--- src/hw/rtl/perlin_noise_2d_macros.svh ---
// Assertion macros used by the noise generator top level.
`ifndef PERLIN_NOISE_2D_MACROS_SVH
`define PERLIN_NOISE_2D_MACROS_SVH

// Same-cycle implication, checked on every rising edge outside reset.
`define PN2D_ASSERT_NOW(label, ante, cons) \
  label: assert property (@(posedge clk) disable iff (!rst_n) (ante) |-> (cons)) \
    else $error("pn2d check failed");

// Implication with a fixed number of cycles between cause and effect.
`define PN2D_ASSERT_DELAY(label, ante, dly, cons) \
  label: assert property (@(posedge clk) disable iff (!rst_n) (ante) |-> ##dly (cons)) \
    else $error("pn2d latency check failed");

`endif

--- src/hw/rtl/pn2d_pkg.sv ---
// Shared types and constants of the 2D gradient noise generator.
`default_nettype none

package pn2d_pkg;

  // Default configuration of the table and the fixed-point format.
  localparam int TABLE_SIZE_DEF = 256;
  localparam int FRAC_BITS_DEF  = 16;

  // Permutation entries are one byte wide.
  localparam int VAL_W = 8;

  // Operation codes of an input transfer.
  localparam logic OP_SAMPLE = 1'b0;
  localparam logic OP_LOAD   = 1'b1;

  // Gradient selection codes (hash modulo four).
  localparam logic [1:0] GRAD_PP = 2'd0;
  localparam logic [1:0] GRAD_NP = 2'd1;
  localparam logic [1:0] GRAD_NN = 2'd2;
  localparam logic [1:0] GRAD_PN = 2'd3;

  // Input transfer payload.
  typedef struct packed {
    logic               operation;
    logic signed [31:0] point_x;
    logic signed [31:0] point_y;
    logic [7:0]         entry_index;
    logic [7:0]         entry_value;
  } in_t;

  // Result transfer payload.
  typedef struct packed {
    logic signed [17:0] noise_value;
    logic               is_sample;
  } out_t;

endpackage

`default_nettype wire

--- src/hw/rtl/pn2d_perm_ram.sv ---
// Permutation table copy: one write port, two registered read ports.
`default_nettype none

module pn2d_perm_ram
  import pn2d_pkg::*;
#(
  parameter int DEPTH = TABLE_SIZE_DEF,
  parameter int AW    = $clog2(DEPTH)
) (
  input  wire logic             clk,
  input  wire logic             we,
  input  wire logic [AW-1:0]    waddr,
  input  wire logic [VAL_W-1:0] wdata,
  input  wire logic [AW-1:0]    raddr0,
  input  wire logic [AW-1:0]    raddr1,
  output logic      [VAL_W-1:0] rdata0,
  output logic      [VAL_W-1:0] rdata1
);

  logic [VAL_W-1:0] mem [DEPTH];
  logic [VAL_W-1:0] rdata0_r;
  logic [VAL_W-1:0] rdata1_r;

  // Write port; reads return the contents from before a same-cycle write.
  always_ff @(posedge clk) begin
    if (we) begin
      mem[waddr] <= wdata;
    end
  end

  // Two registered read ports.
  always_ff @(posedge clk) begin
    rdata0_r <= mem[raddr0];
    rdata1_r <= mem[raddr1];
  end

  assign rdata0 = rdata0_r;
  assign rdata1 = rdata1_r;

endmodule

`default_nettype wire

--- config.mk ---
export PLATFORM = sky130hd
export DESIGN_NAME = pn2d_perm_ram
export DESIGN_NICKNAME = d
export VERILOG_FILES = /design/src/hw/rtl/perlin_noise_2d_macros.svh /design/src/hw/rtl/pn2d_pkg.sv /design/src/hw/rtl/pn2d_perm_ram.sv
export SDC_FILE = /design/constraint.sdc
export NUM_CORES = 2
export LEC_CHECK = 0
export BUFFER_PORTS_ARGS = -buffer_cell sky130_fd_sc_hd__buf_2
export CORE_MARGIN = 4
export CORE_UTILIZATION = 55
export CTS_CLUSTER_SIZE = 24
export DETAILED_ROUTE_END_ITERATION = 16
export PLACE_DENSITY_LB_ADDON = 0.1
export RECOVER_POWER = 50
export SLEW_MARGIN = 10
export SYNTH_ARGS = -nofsm -noshare
export SYNTH_HDL_FRONTEND = slang
export SYNTH_SLANG_ARGS = --single-unit
--- constraint.sdc ---
create_clock -name clk -period 4.76 [get_ports clk]
set_input_delay 0.476 -clock clk [delete_from_list [all_inputs] [get_ports clk]]
set_output_delay 0.476 -clock clk [all_outputs]
set_load 0.05 [all_outputs]
# Word-level counts from Yosys, hierarchy flattened
# Memories as Yosys holds them, arrays and structs flattened. A register that Yosys moved wholly into a read port is not among the register bits.
# Index checks and enable logic that the tools add are counted.
word_totals:
  n_memories: 1
  latchBits: 0
  mem_bits_rw: 2048
  in_bits: 34
  rom_bits: 0
  out_inout_bits: 16
  regBits: 0
  word_cells: 3
memory_table:
  columns: ["memory", "words", "width", "rd", "rd_ports_with_merged_regs", "wr", "line", "source"]
  rows:
  - ["mem", 256, 8, 2, 2, 1, "pn2d_perm_ram.sv:20", "logic [VAL_W-1:0] mem [DEPTH];"]
op_classes:
  mux: 2
  div: 0
  n_shift: 0
  magnitude_cmp: 0
  add_sub_neg: 0
  reduce_logical: 0
  mul: 0
  n_eq_ne: 0
  bitwise_logic: 0
ops:
  columns: ["op", "count"]
  rows:
  - ["1-bit two-way mux", 2]

# Longest topological paths before layout
depth:
  depth_word: 2
  depth_mapped: 12
  depth_no_buf: 6

# Worst setup path after synthesis
# OpenSTA, ideal clock, no wires.
synth_timing:
  kind: "input -> register"
  from: "input raddr1[0]"
  to: "register rdata1_r[0] (netlist: rdata1[0]) (read register of mem)"
  path_buffers: 3
  path_stages: 9
  path_slack_ns: 2.243
  t_arrival_ns: 2.377
  cell_sequence: "buf_4 > buf_6 > buf_2 > mux4_2 > mux4_2 > nand2_1 > a21oi_1 > a21oi_1 > a221oi_2"
synth_lines:
  columns: ["element", "line", "source"]
  rows:
  - ["from (decl)", "pn2d_perm_ram.sv:15", "input wire logic [AW-1:0] raddr1,"]
  - ["to (decl)", "pn2d_perm_ram.sv:22", "logic [VAL_W-1:0] rdata1_r;"]

# Final worst setup path
layout_timing:
  from: "input wdata[7]"
  to: "memory mem[237][7], data pin"
layout_lines:
  columns: ["element", "line", "source"]
  rows:
  - ["from (decl)", "pn2d_perm_ram.sv:13", "input wire logic [VAL_W-1:0] wdata,"]
  - ["to (decl)", "pn2d_perm_ram.sv:20", null]
# No word-level cell before the write port.

==> metrics.md <==
| Metric | Value |
|---|---|
| Fraction of the mapped netlist area in compound gates | 0.0354 |
| Die Y | about 430 µm |
| CP max-delay cell | clkdlybuf4s25_1 |
| Gpl congestion | between 0.9 and 1 |
| Clock transition at path regs | ~50 ps |
| Post-synthesis xor/xnor area fraction | 0 |
| # fillers | approximately 12k |
| Final wirelength | 301 mm |
| RSZ-0062 raised after global routing | false |
| Postcts setup bufs | 0 |
| M1 WL | 112 mm |
| Share of layout cells above drive strength 1 | 0.340 |
| Final setup margin | ~960 ps |
| Top-Level Pins | 50 |
| Cell accounting for the most synthesized area | edfxtp_1 |
| Worst Skew | 29.6 ps |
| CTS sink count | 2,064 |
| VDD IR max | 0.000422 V |
| Finished Cell Area | between 0.1 and 0.15 mm² |
| Layout area overhead | 10.5% |
| Critical path launch point | wdata[7] |
| Post-Synth Adder-Cell Area | 0 |
| Crit path required time | around 5300 ps |
| Critical path buffer and inverter count | 2 |
| Final min period | between 3000 and 4000 ps |
| Post-synth EDFFs | 2,048 |
| Status | finished with violations |
| Worst Hold Launch | wdata[1] |
| Sequential area share after synthesis | 0.637 |
| Nets | 5,062 |
| Setup violators final | 0 |
| Worst endpoint data arrival time | ~4300 ps |
| First-pass GRT wire length | 424 mm |
| Post-synth top area share | 0.634 |
| Die area | about 0.18 mm² |
| WL met2 | between 100 and 150 mm |
| H-tree levels | 4 |
| Comb power frac | 0.088 |
| Slew margin rel. | -1.74 |
| Placed inst area | approximately 0.10 mm² |
| Cells along the critical path | clkdlybuf4s25_1 > clkbuf_1 |
| Later-pin clock latency in the skew report | 870 ps |
| Most frequent cell after synthesis | edfxtp_1 |
| Clock root cell | clkbuf_16 |
| Cell leakage power | between 30 and 40 nW |
| Setup TNS | 0 ps |
| Detail Placement HPWL | between 150 and 200 mm |
| CTS Hold Bufs | 0 |
| DR vias/cell | about 7.3 |
| Critical path type | in2reg |
| DIE WIDTH | approximately 430 µm |
| Largest net degree at the start of global routing | approximately 160 |
| Iteration-0 DRC Markers | roughly 8.6k |
| Sequential Power Share | 0.504 |
| DR vias | between 50k and 60k |
| Hold Path Depth | 1 |
| RR Startpoint | mem[13][7] |
| Max Transition Viols Final | between 1k and 1.5k |
| Grt total ovfl | 0 |
| Number of buffers created by CTS | between 200 and 250 |
| First-pass DRT Iterations | 6 |
| Final core utilization | 0.614 |
| Vias in the first global route | around 54k |
| Total Routing Usage GR | 0.329 |
| Synthesized area | approximately 0.097 mm² |
| Synth warn | 0 |
| Max-cap violation count | 13 |
| Post-route clock period utilization | 0.799 |
| Post-synth top cells | edfxtp_1, mux4_2, nor2_1 |
| Antenna-violating nets left | 0 |
| Mapped Avg Cell Area | around 20 µm² |
| Initial core utilization | 0.555 |
| Synth Flop Type | edfxtp_1 |
| R2R depth | 6 |
| Syn Nets | about 4.9k |
| Longest Clk Path Bufs | 3 |
| Post-synthesis mux area share | 0.273 |
| CTS tree | done |
| CP peak stage delay | around 3000 ps |
| Largest family of logic cells by synthesized area | multiplexers |
| Worst R2R Setup Slack | 1520 ps |
| #FFs+latches synth | 2,064 |
| Fmax | 263 MHz |
| CP endpoint kind | flop |
| Pint | between 30 and 40 mW |
| Post-Synth Simple-Gate Area | 0.0270 |
| Top routing layer in use | met5 |
| Core region area | ~0.17 mm² |
| Power Dens Cells | 373 mW/mm² |
| Drt wl/cell | 40.0 µm |
| Unique masters post-synth | 65 |
| Slew @ Worst Pin | a little over 4000 ps |
| Met3 WL post-DR | between 30 and 40 mm |
| Failing checks | max-capacitance violations, max-slew violations |
| Port bufs | just under 50 |
| Rows | approximately 150 |
| CP startpoint kind | primary input |
| DRC | 0 |
| Initial antenna violation count | 24 |
| Hold Vio Cnt, Final | 0 |
| Clock share of power | 0.408 |
| Synth Instances | about 4.8k |
| Synth async-reset ratio | 0 |
| Top fanout value on the critical path | 102 |
| Net switching power figure | 9.38 mW |
| Delay-heaviest family, CP | buffers and inverters |
| Worst hold-check path type | in2reg |
| Synth top area cells | edfxtp_1, mux4_2, mux2i_1, nor2_1, o221ai_1 |
| Switch share | 0.235 |
| Post_cts resized | 0 |
| Place WS | about 430 ps |
| Worst r2r dst | rdata0[7] |
| Min-Delay Endpoint | mem[242][1] |
[power groups by stage]
stage | logic (mW) | registers (mW) | clock network (mW)
2_1_floorplan | 1.98 | 20.5 | 0
5_1_grt | 3.62 | 20.1 | 17.3
6_report | 3.52 | 20.2 | 16.3
3_5_place_dp | 3.48 | 20.5 | 0
3_3_place_gp | 3.45 | 20.5 | 0
4_1_cts | 3.48 | 20.1 | 16.4
[per-layer routing]
metal	vias up	global-route usage
li1	21400	-
met1	29500	0.466
met2	3759	0.492
met3	683	0.0867
met4	14	0.137
met5	-	0.00156
[worst max-delay path by stage]
stage               slack (ps)     endpoint  depth (start not counted)
floorplan                 2240    rdata1[0]                          9
global placement           -80    rdata0[6]                          8
detailed placement         430    rdata0[7]                          8
CTS                       1320    rdata0[7]                          8
global route               670  mem[251][7]                          2
finish                     960  mem[237][7]                          2
[layout by cell type, fill, tap and decap left out, types with 11 or more instances in the layout]
| master | n |
|---|---|
| a211oi_1 | 28 |
| a21oi_1 | 79 |
| a221oi_1 | 32 |
| a22o_1 | 22 |
| a22oi_1 | 62 |
| and2_1 | 12 |
| buf_12 | 41 |
| buf_2 | 30 |
| buf_4 | 256 |
| bufinv_16 | 16 |
| clkbuf_1 | 66 |
| clkbuf_16 | 216 |
| clkbuf_2 | 11 |
| clkinv_1 | 35 |
| clkinv_2 | 46 |
| dfxtp_1 | 16 |
| diode_2 | 18 |
| edfxtp_1 | 2048 |
| inv_6 | 12 |
| mux2_2 | 38 |
| mux2i_1 | 236 |
| mux4_2 | 1051 |
| nand2_1 | 114 |
| nand3_1 | 49 |
| nand4_1 | 13 |
| nor2_1 | 297 |
| nor2b_1 | 25 |
| nor3_1 | 21 |
| o211ai_1 | 13 |
| o21ai_0 | 34 |
| o221ai_1 | 65 |
| o22ai_1 | 48 |
[metrics by stage]
step	hold WS (ps)	std cells	total power [mW]
6_report	333	7545	40.0
5_1_grt	362	7533	41.0
4_1_cts	106	7527	40.0
3_5_place_dp	1010	7137	24.0
3_3_place_gp	994	7136	24.0
2_1_floorplan	575	4847	22.5
[state kept, by name, indices dropped and copies added (netlist names)]
| register | cells |
|---|---|
| mem | 2048 |
| rdata0 | 8 |
| rdata1 | 8 |
[final cells by class]
| class | instances | area [µm²] | area share |
|---|---|---|---|
| Sequential cell | 2064 | 61800 | 0.577 |
| Multi-Input combinational cell | 2382 | 32500 | 0.304 |
| Clock buffer | 273 | 5650 | 0.0527 |
| Timing Repair Buffer | 360 | 3120 | 0.0291 |
| Tap cell | 2325 | 2910 | 0.0272 |
| Clock inverter | 117 | 1030 | 0.00960 |
| Antenna cell | 18 | 45.0 | 0.000420 |
| Inverter | 6 | 26.3 | 0.000245 |
[cell families after synthesis]
kind of cell | after synthesis
buf+inv | 401
compound gates | 466
mux | 1325
flops | 2064
simple gates | 591
Note: power is estimated with default switching activity, not from simulation.
